<file path="config.mk">
export PLATFORM = sky130hd
export DESIGN_NAME = ascii_pose_frame_parser_top
export DESIGN_NICKNAME = d
export VERILOG_FILES = /design/src/sv/apf_pkg.sv /design/src/sv/apf_conv.sv /design/src/sv/ascii_pose_frame_parser_top.sv
export VERILOG_INCLUDE_DIRS = /design/src /design/src/sv
export SDC_FILE = /design/constraint.sdc
export NUM_CORES = 2
export LEC_CHECK = 0
export ABC_AREA = 1
export BUFFER_PORTS_ARGS = -buffer_cell sky130_fd_sc_hd__buf_2
export CORE_ASPECT_RATIO = 0.6
export CORE_MARGIN = 2
export CORE_UTILIZATION = 55
export CTS_BUF_LIST = sky130_fd_sc_hd__clkbuf_2 sky130_fd_sc_hd__clkbuf_4 sky130_fd_sc_hd__clkbuf_8
export DETAILED_ROUTE_END_ITERATION = 10
export PLACE_DENSITY_LB_ADDON = 0.1
export SLEW_MARGIN = 20
export SYNTH_ARGS = -nofsm -noshare
export SYNTH_HDL_FRONTEND = slang
export SYNTH_SLANG_ARGS = --single-unit
export TNS_END_PERCENT = 50
</file>
<file path="constraint.sdc">
create_clock -name clk -period 16.2 [get_ports clk]
set_input_delay 2.43 -clock clk [delete_from_list [all_inputs] [get_ports clk]]
set_output_delay 2.43 -clock clk [all_outputs]
set_load 0.02 [all_outputs]
</file>
<file path="src/sv/ascii_pose_frame_parser_top_defines.svh">
// Assertion macros shared by the pose frame parser modules.
// Depends on nothing; included by the files that assert.
`ifndef ASCII_POSE_FRAME_PARSER_TOP_DEFINES_SVH
`define ASCII_POSE_FRAME_PARSER_TOP_DEFINES_SVH
// Implication checked on every clock edge outside reset.
`define APF_ASSERT_IMP(lbl, clk_s, rst_n, ante, cons, msg) \
	lbl: assert property (@(posedge clk_s) disable iff (!rst_n) (ante) |-> (cons)) \
		else $error(msg);
// Next-cycle implication checked outside reset.
`define APF_ASSERT_NXT(lbl, clk_s, rst_n, ante, cons, msg) \
	lbl: assert property (@(posedge clk_s) disable iff (!rst_n) (ante) |=> (cons)) \
		else $error(msg);
`endif

</file>
<file path="src/sv/apf_pkg.sv">
// Package for the ASCII pose frame parser: constants, character classes.
// Depends on nothing.
package apf_pkg;
	localparam int LINE_BYTES_DEF = 128;
	localparam int RING_DEPTH_DEF = 16;
	localparam int MAX_VALS = 6;
	localparam logic [7:0] CH_LF = 8'h0A;
	localparam logic [7:0] CH_CR = 8'h0D;

	function automatic logic is_gap(input logic [7:0] c);
		return (c == 8'h20) || (c == 8'h09) || (c == 8'h0D) || (c == 8'h0A);
	endfunction

	function automatic logic is_blank(input logic [7:0] c);
		return (c == 8'h20) || (c >= 8'd9 && c <= 8'd13);
	endfunction

	function automatic logic is_digit(input logic [7:0] c);
		return c >= 8'h30 && c <= 8'h39;
	endfunction

	function automatic logic [7:0] to_upper(input logic [7:0] c);
		return (c >= 8'h61 && c <= 8'h7A) ? c - 8'd32 : c;
	endfunction

	typedef struct packed {
		logic        neg;
		logic [17:0] ip;
		logic [29:0] frac;
	} num_t;
endpackage

</file>
<file path="src/sv/apf_conv.sv">
// Multi-cycle fixed point converter: integer and nine-digit fraction to Q16.16.
// Depends on apf_pkg.
`include "ascii_pose_frame_parser_top_defines.svh"
module apf_conv (
	input  logic              clk,
	input  logic              arst_n,
	input  logic              go,
	input  apf_pkg::num_t     num,
	output logic              done,
	output logic [31:0]       val
);
	// (frac*65536 + 5e8) / 1e9 equals (frac*128 + 976562) / 5^9.
	// Estimate the quotient with one 32x32 reciprocal product, which lands at most
	// one below the true quotient, then correct it with one compare and subtract.
	// Phases: product, estimate, remainder, correct; done follows the last phase.
	localparam logic [20:0] DEN   = 21'd1953125;
	localparam logic [31:0] RECIP = 32'd2305843009;   // floor(2^52 / DEN)
	localparam logic [36:0] HALF  = 37'd976562;
	logic [1:0]  ph_q;
	logic        busy_q;
	logic [36:0] m_q;
	logic [63:0] pr_q;
	logic [16:0] qe_q;
	logic [36:0] rm_q;
	logic [16:0] quo_q;
	logic        neg_q;
	logic [17:0] ip_q;
	logic [34:0] mag;

	assign mag = {1'b0, ip_q, 16'd0} + {18'd0, quo_q};

	always_ff @(posedge clk or negedge arst_n) begin
		if (!arst_n) begin
			busy_q <= 1'b0;
			ph_q <= '0;
			done <= 1'b0;
		end else begin
			done <= 1'b0;
			if (go) begin
				busy_q <= 1'b1;
				ph_q <= '0;
			end else if (busy_q) begin
				if (ph_q == 2'd3) begin
					busy_q <= 1'b0;
					done <= 1'b1;
				end else begin
					ph_q <= ph_q + 2'd1;
				end
			end
		end
	end

	always_ff @(posedge clk) begin
		if (go) begin
			m_q <= {num.frac, 7'd0} + HALF;
			neg_q <= num.neg;
			ip_q <= num.ip;
		end else if (busy_q) begin
			case (ph_q)
				2'd0: pr_q <= {32'd0, m_q[36:5]} * {32'd0, RECIP};
				2'd1: qe_q <= pr_q[63:47];
				2'd2: rm_q <= m_q - {20'd0, qe_q} * {16'd0, DEN};
				default: quo_q <= (rm_q >= {16'd0, DEN}) ? qe_q + 17'd1 : qe_q;
			endcase
		end
	end

	always_comb begin
		if (neg_q) val = (mag > 35'h80000000) ? 32'h80000000 : 32'd0 - mag[31:0];
		else val = (mag > 35'h7FFFFFFF) ? 32'h7FFFFFFF : mag[31:0];
	end

	`APF_ASSERT_NXT(a_go_busy, clk, arst_n, go, busy_q, "converter did not start")
	`APF_ASSERT_IMP(a_done_idle, clk, arst_n, done, !busy_q, "done while busy")
	`APF_ASSERT_IMP(a_quo_narrow, clk, arst_n, done, quo_q <= 17'd65536, "fraction overflow")
endmodule

</file>
<file path="src/sv/ascii_pose_frame_parser_top.sv">
// Top level of the ASCII pose frame parser: line store, frame sequencer, rings.
// Depends on apf_pkg, apf_conv and the assertion header.
//
//  channel  | handshake          | payload
//  input    | start / busy       | rx_byte
//  result   | strobe (one cycle) | pose_kind .. update_seq
//
// A byte that does not end a frame is stored while idle. A frame end runs a scan
// with one store read per cycle: blank check, normalize, then the marker search.
// The parser then consumes the bytes and converts each value (fraction padding,
// then the shared converter).
// arst_n clears control and ring bookkeeping; stores are not cleared.
// The receiver cannot stall: strobe lasts one cycle.
`include "ascii_pose_frame_parser_top_defines.svh"
module ascii_pose_frame_parser_top #(
	parameter int LINE_BYTES = apf_pkg::LINE_BYTES_DEF,
	parameter int RING_DEPTH = apf_pkg::RING_DEPTH_DEF
) (
	input  logic              clk,
	input  logic              arst_n,
	input  logic              start,
	output logic              busy,
	input  logic [7:0]        rx_byte,
	output logic              strobe,
	output logic              pose_kind,
	output logic signed [31:0] pos_x,
	output logic signed [31:0] pos_y,
	output logic signed [31:0] pos_z,
	output logic signed [31:0] ang_roll,
	output logic signed [31:0] ang_pitch,
	output logic signed [31:0] ang_yaw,
	output logic              has_rpy,
	output logic [3:0]        ring_slot,
	output logic [4:0]        ring_fill,
	output logic [31:0]       update_seq
);
	localparam int AW = $clog2(LINE_BYTES);
	localparam int RW = (RING_DEPTH > 1) ? $clog2(RING_DEPTH) : 1;
	localparam int FW = $clog2(RING_DEPTH + 1);
	localparam logic [AW:0] LAST = (AW+1)'(LINE_BYTES - 1);

	localparam logic [3:0] ST_IDLE = 4'd0, ST_BLANK = 4'd1, ST_NORM = 4'd2,
		ST_FIND = 4'd3, ST_SKIP = 4'd4, ST_SIGN = 4'd5, ST_NUM = 4'd6,
		ST_CONV = 4'd7, ST_WAIT = 4'd8, ST_SEP = 4'd9, ST_EMIT = 4'd10,
		ST_RD = 4'd11;

	logic [3:0]   state_q, ret_q;
	logic [7:0]   line_mem [LINE_BYTES];
	logic [7:0]   norm_mem [LINE_BYTES];
	logic [AW:0]  pos_q;           // line fill
	logic [7:0]   tail_q [2];      // last two stored bytes
	logic [AW:0]  rp_q, n_q, s_q, e_q, h_q, t_q;
	logic         hf_q, tf_q;
	logic [7:0]   rd_q, win0_q, win1_q;
	logic [7:0]   nrd_q;
	logic [2:0]   cnt_q;
	logic [31:0]  vals_q [apf_pkg::MAX_VALS];
	apf_pkg::num_t num_q;
	logic [3:0]   fd_q;
	logic         nd_q, in_frac_q, sign_ok_q;
	logic         conv_go, conv_done;
	logic [31:0]  conv_val;
	logic [RW-1:0] dwi_q, twi_q;
	logic [FW-1:0] dfill_q, tfill_q;
	logic [31:0]  dseq_q, tseq_q;
	logic [7:0]   c_nx;
	logic [AW:0]  npos;
	logic         ends;
	logic [20:0]  ip_nx;

	assign busy = (state_q != ST_IDLE);
	assign npos = pos_q + 1'b1;
	assign ends = (rx_byte == apf_pkg::CH_LF) || (npos >= LAST) ||
		(npos >= 3 && tail_q[1] == 8'h2C && tail_q[0] == 8'h42 && rx_byte == 8'h42);
	assign c_nx = nrd_q;
	assign ip_nx = {3'b0, num_q.ip} * 21'd10 + {17'd0, c_nx[3:0]};

	// Line store write and read.
	always_ff @(posedge clk) begin
		if (start && !busy && rx_byte != 8'd0 &&
			!(pos_q == 0 && (rx_byte == apf_pkg::CH_LF || rx_byte == apf_pkg::CH_CR)) &&
			pos_q < LAST)
			line_mem[pos_q[AW-1:0]] <= rx_byte;
		rd_q <= line_mem[rp_q[AW-1:0]];
	end

	// Normalized store: written in the normalize pass, read in the parse passes.
	always_ff @(posedge clk) begin
		if (state_q == ST_NORM && rp_q > 0 && !apf_pkg::is_gap(rd_q))
			norm_mem[n_q[AW-1:0]] <= apf_pkg::to_upper(rd_q);
		nrd_q <= norm_mem[rp_q[AW-1:0]];
	end

	apf_conv u_conv (.clk(clk), .arst_n(arst_n), .go(conv_go), .num(num_q),
		.done(conv_done), .val(conv_val));

	assign conv_go = (state_q == ST_CONV);

	always_ff @(posedge clk or negedge arst_n) begin
		if (!arst_n) begin
			state_q <= ST_IDLE; pos_q <= '0; strobe <= 1'b0;
			dwi_q <= '0; dfill_q <= '0; dseq_q <= '0;
			twi_q <= '0; tfill_q <= '0; tseq_q <= '0;
			tail_q[0] <= '0; tail_q[1] <= '0;
			ret_q <= ST_IDLE; rp_q <= '0; cnt_q <= '0;
		end else begin
			strobe <= 1'b0;
			case (state_q)
				ST_IDLE: begin
					if (start && rx_byte != 8'd0 &&
						!(pos_q == 0 && (rx_byte == apf_pkg::CH_LF ||
						rx_byte == apf_pkg::CH_CR))) begin
						// Store the byte; on frame end start the blank scan.
						pos_q <= npos;
						tail_q[1] <= tail_q[0];
						tail_q[0] <= rx_byte;
						if (ends) begin
							state_q <= ST_BLANK;
							rp_q <= '0;
						end
					end
				end
				ST_BLANK: begin
					// rd_q is a registered read: it holds the byte at the rp_q of the cycle before.
					if (rp_q > 0 && !apf_pkg::is_blank(rd_q)) begin
						state_q <= ST_NORM; rp_q <= '0; n_q <= '0;
					end else if (rp_q == pos_q) begin
						state_q <= ST_IDLE; pos_q <= '0;
					end else rp_q <= rp_q + 1'b1;
				end
				ST_NORM: begin
					if (rp_q > 0 && !apf_pkg::is_gap(rd_q)) n_q <= n_q + 1'b1;
					if (rp_q == pos_q) begin
						state_q <= ST_FIND; rp_q <= '0; hf_q <= 1'b0; tf_q <= 1'b0;
						win0_q <= '0; win1_q <= '0;
					end else rp_q <= rp_q + 1'b1;
				end
				ST_FIND: begin
					// Slide a three-byte window over the normalized text; decide in the
					// cycle after the last byte so a marker at the very end counts.
					if (rp_q > 0 && rp_q <= n_q) begin
						win1_q <= win0_q; win0_q <= nrd_q;
						if (rp_q >= 3 && !hf_q && win1_q == 8'h41 && win0_q == 8'h41 &&
							nrd_q == 8'h2C) begin
							hf_q <= 1'b1; h_q <= rp_q - 3'd3;
						end
						if (rp_q >= 3 && !tf_q && win1_q == 8'h2C && win0_q == 8'h42 &&
							nrd_q == 8'h42) begin
							tf_q <= 1'b1; t_q <= rp_q - 3'd3;
						end
					end
					if (rp_q > n_q) begin
						if (hf_q && tf_q && t_q > h_q) begin
							s_q <= h_q + 3'd3; e_q <= t_q;
						end else begin
							s_q <= '0; e_q <= n_q;
						end
						state_q <= ST_SKIP; cnt_q <= '0;
					end else rp_q <= rp_q + 1'b1;
				end
				ST_SKIP: begin
					// Begin a number at s_q, or emit once the span or the value count is used up.
					if (s_q >= e_q || cnt_q == 3'(apf_pkg::MAX_VALS)) state_q <= ST_EMIT;
					else begin
						rp_q <= s_q; ret_q <= ST_SIGN; state_q <= ST_RD;
						num_q <= '0; fd_q <= '0; nd_q <= 1'b0; in_frac_q <= 1'b0;
						sign_ok_q <= 1'b1;
					end
				end
				ST_RD: state_q <= ret_q;    // wait for the registered read port
				ST_SIGN: begin
					if (rp_q < e_q && (c_nx == 8'd11 || c_nx == 8'd12) && sign_ok_q) begin
						rp_q <= rp_q + 1'b1; state_q <= ST_RD;
					end else begin
						sign_ok_q <= 1'b0;
						if (rp_q < e_q && (c_nx == 8'h2B || c_nx == 8'h2D)) begin
							num_q.neg <= (c_nx == 8'h2D);
							rp_q <= rp_q + 1'b1; ret_q <= ST_NUM; state_q <= ST_RD;
						end else state_q <= ST_NUM;
					end
				end
				ST_NUM: begin
					if (rp_q < e_q && apf_pkg::is_digit(c_nx)) begin
						nd_q <= 1'b1;
						if (!in_frac_q)
							num_q.ip <= (ip_nx > 21'h20000) ? 18'h20000 : ip_nx[17:0];
						else if (fd_q < 4'd9) begin
							num_q.frac <= num_q.frac * 30'd10 + {26'd0, c_nx[3:0]};
							fd_q <= fd_q + 1'b1;
						end
						rp_q <= rp_q + 1'b1; ret_q <= ST_NUM; state_q <= ST_RD;
					end else if (rp_q < e_q && c_nx == 8'h2E && !in_frac_q) begin
						in_frac_q <= 1'b1;
						rp_q <= rp_q + 1'b1; ret_q <= ST_NUM; state_q <= ST_RD;
					end else if (!nd_q) state_q <= ST_EMIT;
					else if (fd_q < 4'd9) begin
						num_q.frac <= num_q.frac * 30'd10; fd_q <= fd_q + 1'b1;
					end else state_q <= ST_CONV;
				end
				ST_CONV: state_q <= ST_WAIT;
				ST_WAIT: begin
					if (conv_done) begin
						vals_q[cnt_q] <= conv_val; cnt_q <= cnt_q + 1'b1;
						state_q <= ST_SEP;
					end
				end
				ST_SEP: begin
					if (rp_q < e_q && c_nx == 8'h2C) begin
						s_q <= rp_q + 1'b1; state_q <= ST_SKIP;
					end else state_q <= ST_EMIT;
				end
				ST_EMIT: begin
					// With four or six values, publish a pose and advance the matching ring bookkeeping.
					state_q <= ST_IDLE; pos_q <= '0;
					if (cnt_q == 3'd4) begin
						strobe <= 1'b1; pose_kind <= 1'b0; has_rpy <= 1'b0;
						ang_pitch <= '0; ang_roll <= vals_q[3]; ang_yaw <= vals_q[3];
						ring_slot <= 4'(dwi_q);
						dwi_q <= (dwi_q == RW'(RING_DEPTH - 1)) ? '0 : dwi_q + 1'b1;
						if (dfill_q < FW'(RING_DEPTH)) begin
							dfill_q <= dfill_q + 1'b1; ring_fill <= 5'(dfill_q + 1'b1);
						end else ring_fill <= 5'(dfill_q);
						dseq_q <= dseq_q + 1'b1; update_seq <= dseq_q + 1'b1;
					end else if (cnt_q == 3'd6) begin
						strobe <= 1'b1; pose_kind <= 1'b1; has_rpy <= 1'b1;
						ang_roll <= vals_q[3]; ang_pitch <= vals_q[4]; ang_yaw <= vals_q[5];
						ring_slot <= 4'(twi_q);
						twi_q <= (twi_q == RW'(RING_DEPTH - 1)) ? '0 : twi_q + 1'b1;
						if (tfill_q < FW'(RING_DEPTH)) begin
							tfill_q <= tfill_q + 1'b1; ring_fill <= 5'(tfill_q + 1'b1);
						end else ring_fill <= 5'(tfill_q);
						tseq_q <= tseq_q + 1'b1; update_seq <= tseq_q + 1'b1;
					end
					pos_x <= vals_q[0]; pos_y <= vals_q[1]; pos_z <= vals_q[2];
				end
				default: state_q <= ST_IDLE;
			endcase
		end
	end

	`APF_ASSERT_IMP(a_strobe_idle, clk, arst_n, strobe, state_q == ST_IDLE, "strobe outside idle")
	`APF_ASSERT_IMP(a_cnt_max, clk, arst_n, 1'b1, cnt_q <= 3'd6, "value count overflow")
	`APF_ASSERT_NXT(a_start_ack, clk, arst_n, start && !busy && ends && rx_byte != 8'd0 && pos_q != 0, busy, "frame end not taken")
	`APF_ASSERT_IMP(a_pos_bound, clk, arst_n, 1'b1, pos_q <= LAST, "line overflow")
endmodule
</file>
# --- After elaboration in Yosys (flattened, before gate mapping) ---
# Memory sizes are Yosys's and may differ from the RTL's. A register that Yosys moved wholly into a read port is not among the register bits.
# Index checks and enable logic that the tools add are counted.
totals:
  reg_bits: 541
  out_inout_bits: 237
  mem_bits_rw: 2240
  wordCells: 400
  n_memories: 3
op_classes:
  reduce_logical: 100
  n_mux: 129
  n_addsub: 22
  eq_ne: 70
  multipliers: 4
  order_cmp: 23
  bitwise_logic: 3
memory_table:
  columns: ["name", "depth", "word_bits", "read_ports", "rd_ports_with_merged_regs", "wr", "line", "rtl"]
  rows:
  - ["line_mem", 128, 8, 1, 1, 1, "ascii_pose_frame_parser_top.sv:48", "logic [7:0] line_mem [LINE_BYTES];"]
  - ["norm_mem", 128, 8, 1, 1, 1, "ascii_pose_frame_parser_top.sv:49", "logic [7:0] norm_mem [LINE_BYTES];"]
  - ["vals_q", 6, 32, 6, 4, 1, "ascii_pose_frame_parser_top.sv:57", "logic [31:0] vals_q [apf_pkg::MAX_VALS];"]
op_table:
  columns: ["cell", "count"]
  rows:
  - ["$mux 32", 9]
  - ["$mux 8", 23]
  - ["$mux 30", 6]
  - ["$mux 4", 29]
  - ["$pmux 48 s2", 1]
  - ["$add 32x1->32 const B", 2]
  - ["$mul 32x32->64 const B", 1]
  - ["$pmux 8 s2", 4]
  - ["$eq 8x4->1 const B", 7]
  - ["$eq 8x6->1 const B", 7]
  - ["$pmux 8 s7", 1]
  - ["$mux 18", 3]
  - ["$mux 49", 1]
  - ["$eq 8x7->1 const B", 6]
  - ["$pmux 4 s11", 1]
  - ["$ne 2x2->1 const B", 20]
  - ["$add 37x20->37 const B", 1]
  - ["$ge 37x21->1 const B", 1]
  - ["$mul 17x21->37 const B", 1]
  - ["$sub 37x37->37", 1]
  - ["$logic_and 1x1->1", 36]
  - ["$add 34x17->35", 1]
  - ["$gt 35x31->1 const B", 1]
  - ["$gt 35x32->1 const B", 1]
  - ["other kinds (70)", 187]

# --- Logic depth before layout (Yosys ltp) ---
logic_depth:
  depth_word: 9
  ltp_mapped: 28
  depth_no_buf: 28

# --- By module ---
# Synthesis repeated with hierarchy kept, for this count alone.
hier_totals:
  cells_unflattened: 12549
  hier_area_um2: 142845.8
by_module_without_submodules:
  columns: ["module", "area_per_inst_um2", "cells_per_inst", "n_inst"]
  rows:
  - ["ascii_pose_frame_parser_top", 112312.7, 9151, 1]
  - ["apf_conv", 30533.0, 3398, 1]

# --- Worst setup path after synthesis ---
# No wires, ideal clock.
synth_timing:
  path_type: "input-to-reg"
  from: "in arst_n"
  to: "reg ang_pitch[0] (enable)"
  n_path_buf: 0
  setup_slack_ps: 3563
  stages: 2
  t_arrival_ps: 11833
  required_time_ps: 15396
  path_cell_list: "inv_1 nor3_1"
synth_via:
  elab_chain_len: 1
synth_lines:
  columns: ["element", "line", "rtl"]
  rows:
  - ["start: declaration", "ascii_pose_frame_parser_top.sv:20", "input logic arst_n,"]
  - ["$reduce_and 3->1 (no line)", null, null]
  - ["end signal: assignment", "ascii_pose_frame_parser_top.sv:226", "ang_roll <= vals_q[3]; ang_pitch <= vals_q[4]; ang_yaw <= vals_q[5];"]
  - ["end: declaration", "ascii_pose_frame_parser_top.sv:30", "output logic signed [31:0] ang_pitch,"]
# No other way between the ends.
# A chain may end at the register's enable or synchronous reset.

# --- Worst setup path in the final report ---
layout_timing:
  from: "in rx_byte[0]"
  to: "mem line_mem[85][0] (enable)"
layout_via:
  elab_chain_len: 8
layout_lines:
  columns: ["element", "line", "rtl"]
  rows:
  - ["start: declaration", "ascii_pose_frame_parser_top.sv:23", "input logic [7:0] rx_byte,"]
  - ["$eq 8x4->1", "ascii_pose_frame_parser_top.sv:81", "!(pos_q == 0 && (rx_byte == apf_pkg::CH_LF || rx_byte == apf_pkg::CH_CR)) &&"]
  - ["$logic_or 1x1->1", "ascii_pose_frame_parser_top.sv:81", null]
  - ["$logic_and 1x1->1", "ascii_pose_frame_parser_top.sv:81", null]
  - ["$logic_not 1->1", "ascii_pose_frame_parser_top.sv:81", null]
  - ["$logic_and 1x1->1 (*)", "ascii_pose_frame_parser_top.sv:80", "if (start && !busy && rx_byte != 8'd0 &&"]
  - ["$logic_and 1x1->1 (*)", "ascii_pose_frame_parser_top.sv:81", null]
  - ["$mux 1 (*)", "ascii_pose_frame_parser_top.sv:80", null]
  - ["$mux 1 (implied by the code) (*)", "ascii_pose_frame_parser_top.sv:83", "line_mem[pos_q[AW-1:0]] <= rx_byte;"]
  - ["end: declaration", "ascii_pose_frame_parser_top.sv:48", null]
# Every way passes the cells marked *; elsewhere a longest branch is shown, timed or not.

==> results.sh <==
export IMPL_cts_made_buffers=413
export IMPL_power_density_nw_per_um2=153
export IMPL_crit_arrival_ns=8.15
export IMPL_cp_end_kind="flip-flop"
export IMPL_min_to="pos_y[23]"
export IMPL_rows=144
export IMPL_dr_first_iter_drc_count=13100
export IMPL_worstMarginPinSlew_ns=1.27
export IMPL_boundaryPins=248
export IMPL_fmax_mhz=133
export IMPL_drc=0
export IMPL_synth_area_um2=142000
export IMPL_avgViaCountPerCell=6.04
export IMPL_rsz0062_at_grt="no"
export IMPL_clk_pin_slew_worst_paths_ns=0.08
export IMPL_routabilityCongestion=1.00
export IMPL_crit_required_ns=16.85
export IMPL_die_h_um=397
export IMPL_io_buffers=247
export IMPL_synthToLayoutAreaGrowth_pct=9.56
export IMPL_rrSetupSlack_ns=8.79
export IMPL_synthArstFlopShare_pct=4.49
export IMPL_cts_tree="yes"
export IMPL_ctsLongestPathBuffers=4
export IMPL_muxShareOfSynthArea_pct=0.0141
export IMPL_grt_pass1_wl_mm=623
export IMPL_synth_xor_area_share_pct=1.42
export IMPL_synth_compound_area_share_pct=9.70
export IMPL_antenna_found_initial=22
export IMPL_gr_total_overflow=0
export IMPL_synth_flop_cell="edfxtp_1"
export IMPL_drtAntennaViolNets=0
export IMPL_cts_sinks=2870
export IMPL_drive_gt1_share_pct=9.97
export IMPL_syn_area_per_cell_um2=11.6
export IMPL_peakVddDrop_v=0.000185
export IMPL_power_share_clock_pct=25.1
export IMPL_final_cells=16300
export IMPL_dp_cells=15500
export IMPL_holdBufCountCts=0
export IMPL_nets=13700
export IMPL_path_class="in -> reg"
export IMPL_hold_start="vals_q[1][23]"
export IMPL_root_buffer="clkbuf_8"
export IMPL_syn_instance_count=12200
export IMPL_die_area_um2=262000
export IMPL_startpoint="rx_byte[0]"
export IMPL_intPower_w=0.0144
export IMPL_combPwrFrac_pct=36.6
export IMPL_synth_distinct_cells=69
export IMPL_min_path_type="reg -> reg"
export IMPL_vias=98300
export IMPL_finClkSkew_ns=0.0596
export IMPL_drv_cap=0
export IMPL_path_max_fanout=71
export IMPL_p_sw_w=0.00930
export IMPL_multi_input_area_um2=50000
export IMPL_period_minus_slack_ns=7.51
export IMPL_reg2reg_depth=22
export IMPL_core_um2=256000
export IMPL_status="completed"
export IMPL_ctsHtreeMaxLevel=5
export IMPL_grtUsageTotal_pct=32.0
export IMPL_n_fill_cell=20600
export IMPL_startpoint_type="input port"
export IMPL_synth_nets=13400
export IMPL_synth_edf_count=2725
export IMPL_grt_max_degree=225
export IMPL_min_period_over_period_pct=46.3
export IMPL_regArea_um2=85400
export IMPL_synthAdderAreaFrac_pct=12.8
export IMPL_hold_depth=0
export IMPL_yosys_warnings=0
export IMPL_seqPwrFrac_pct=38.4
export IMPL_maxSlewViolCount=0
export IMPL_ys_seq_area_share_pct=60.2
export IMPL_clk_latency_ns=1.06
export IMPL_switching_share_pct=39.2
export IMPL_cts_resized=0
export IMPL_whs_ns=0.404
export IMPL_place_hpwl_mm=284
export IMPL_synthSimpleGateAreaFrac_pct=11.1
export IMPL_initial_core_util_pct=55.3
export IMPL_p_leak_nw=58.4
export IMPL_finalHoldViolCount=0
export IMPL_final_setup_tns_ns=0
export IMPL_synth_top_family_by_area="adder cells"
export IMPL_relSlewSlack_pct=14.0
export IMPL_die_w_um=659
export IMPL_synth_seq_cells=2870
export IMPL_post_cts_setup_buffers=0
export IMPL_first_pass_iters=7
export IMPL_grt_pass1_vias=93800
export IMPL_r2r_end="u_conv.pr_q[60]"
export IMPL_wl_per_cell_um=26.0
export IMPL_finalSetupViolCount=0
export IMPL_timing_rr_start="u_conv.m_q[32]"
export IMPL_wl_mm=423
[worst max-delay path, stage by stage]
cell and delay [ns]:
buf_4 0.62, buf_4 0.76, inv_1 0.17, nand4_1 0.15, o311ai_1 0.15, nor2_2 0.83, nand2_1 0.43, nor2_1 1.05
nand3_1 0.66, nor2_1 0.77
[Yosys cell counts, types with 7 or more instances]
cell / instances / share of area (%)
nor2_2: 16 / 0.071
a31oi_1: 45 / 0.20
nand4_1: 108 / 0.48
a211oi_1: 10 / 0.053
a21boi_0: 10 / 0.053
o211ai_1: 82 / 0.43
dfxtp_1: 16 / 0.23
o21ai_2: 31 / 0.19
a221oi_1: 8 / 0.049
nand3_1: 369 / 1.3
buf_1: 25 / 0.066
nand3_2: 11 / 0.078
dfrtp_1: 129 / 2.3
nor2_4: 21 / 0.17
xnor2_1: 43 / 0.27
nor2_1: 1717 / 4.5
xor2_1: 185 / 1.1
a21oi_1: 311 / 1.1
o221ai_1: 179 / 1.1
fa_1: 467 / 6.6
inv_1: 1192 / 3.2
nor3_1: 135 / 0.48
edfxtp_1: 2725 / 58
nand2_2: 21 / 0.093
o21a_1: 16 / 0.085
buf_2: 44 / 0.16
inv_2: 9 / 0.024
nand3b_1: 14 / 0.074
nor4_1: 33 / 0.15
o22ai_1: 349 / 1.5
o21bai_1: 7 / 0.037
nor3_2: 8 / 0.057
nand2_1: 1324 / 3.5
clkbuf_1: 454 / 1.2
ha_1: 705 / 6.2
a21o_1: 11 / 0.058
o21ai_0: 1304 / 4.6
[worst max path at each step]
stage                            to  slack, ns  depth (start not counted)
global placement    line_mem[83][2]       8.08                         10
detailed placement  line_mem[81][6]       7.94                         10
global route        line_mem[85][3]       8.56                         10
finish              line_mem[85][0]       8.69                         10
floorplan              ang_pitch[0]       3.56                          2
CTS                 u_conv.pr_q[63]       9.01                         22
[layout make-up]
class | count | area share (%)
sequential | 2870 | 55.0
multi-input combinational | 7598 | 32.2
clock buffer | 589 | 4.59
inverter | 1207 | 2.93
tap | 3431 | 2.77
timing repair buffer | 412 | 1.72
clock inverter | 159 | 0.761
antenna | 6 | 0.00967
[cell usage in the layout, fill, tap and decap left out, types with 29 or more instances in the layout]
| cell type | count |
|---|---|
| a21oi_1 | 310 |
| a31oi_1 | 45 |
| buf_2 | 238 |
| buf_4 | 159 |
| clkbuf_4 | 157 |
| clkbuf_8 | 432 |
| clkinv_1 | 87 |
| clkinv_2 | 40 |
| dfrtp_1 | 122 |
| edfxtp_1 | 2725 |
| fa_1 | 467 |
| ha_1 | 705 |
| inv_1 | 1188 |
| nand2_1 | 1321 |
| nand3_1 | 368 |
| nand4_1 | 108 |
| nor2_1 | 1703 |
| nor2_4 | 29 |
| nor3_1 | 103 |
| nor3_2 | 40 |
| nor4_1 | 32 |
| o211ai_1 | 82 |
| o21ai_0 | 1303 |
| o21ai_2 | 31 |
| o221ai_1 | 179 |
| o22ai_1 | 349 |
| xnor2_1 | 43 |
| xor2_1 | 185 |
[registers in the layout (all words and copies together) (netlist names), 32 cells and up]
signal	flops
pos_y	32
line_mem	1024
u_conv.rm_q	37
ang_pitch	32
pos_x	32
vals_q	192
update_seq	32
pos_z	32
ang_yaw	32
tseq_q	32
ang_roll	32
num_q	49
norm_mem	1024
dseq_q	32
[per-stage QoR]
stage                     setup slack [ns]  instance area, um^2  utilization [%]  total power (W)
final                                 8.69               155000             60.6           0.0237
after detailed placement              7.94               147000             57.3           0.0176
after floorplan                       3.56               142000                -           0.0145
after CTS                             9.01               155000             60.5           0.0235
after global routing                  8.56               155000             60.5           0.0248
after global placement                8.08               147000             57.2           0.0175
[layer usage]
layer / vias to the layer above / GRT usage [%] / share of wire (%) / wire (um)
met5: - / 0.325 / 0.065 / 275
met1: 48700 / 52.2 / 46 / 196000
li1: 43600 / - / - / -
met4: 20 / 6.44 / 2.0 / 8260
met2: 5353 / 41.2 / 39 / 163000
met3: 576 / 10.4 / 13 / 55400
[logic make-up (layout without fill, tap and decap cells)]
logic type | count (synthesis) | after routing
AO/OA/AOI/OAI | 2396 | 2396
XOR/XNOR | 229 | 229
adder cells (fa/ha/maj) | 1172 | 1172
buffers and inverters | 1736 | 2367
flip-flops | 2870 | 2870
multiplexers | 2 | 2
other | 0 | 6
AND/OR/NAND/NOR | 3799 | 3799
[power by group through the flow]
| stage | sequential (W) | combinational [W] | clock [W] |
|---|---|---|---|
| after floorplan | 0.00921 | 0.00527 | 0 |
| after global placement | 0.00923 | 0.00829 | 0 |
| after detailed placement | 0.00925 | 0.00838 | 0 |
| after CTS | 0.00909 | 0.00842 | 0.00601 |
| after global routing | 0.00911 | 0.00943 | 0.00630 |
| final | 0.00910 | 0.00867 | 0.00594 |
(Power assumes the default switching activity.)
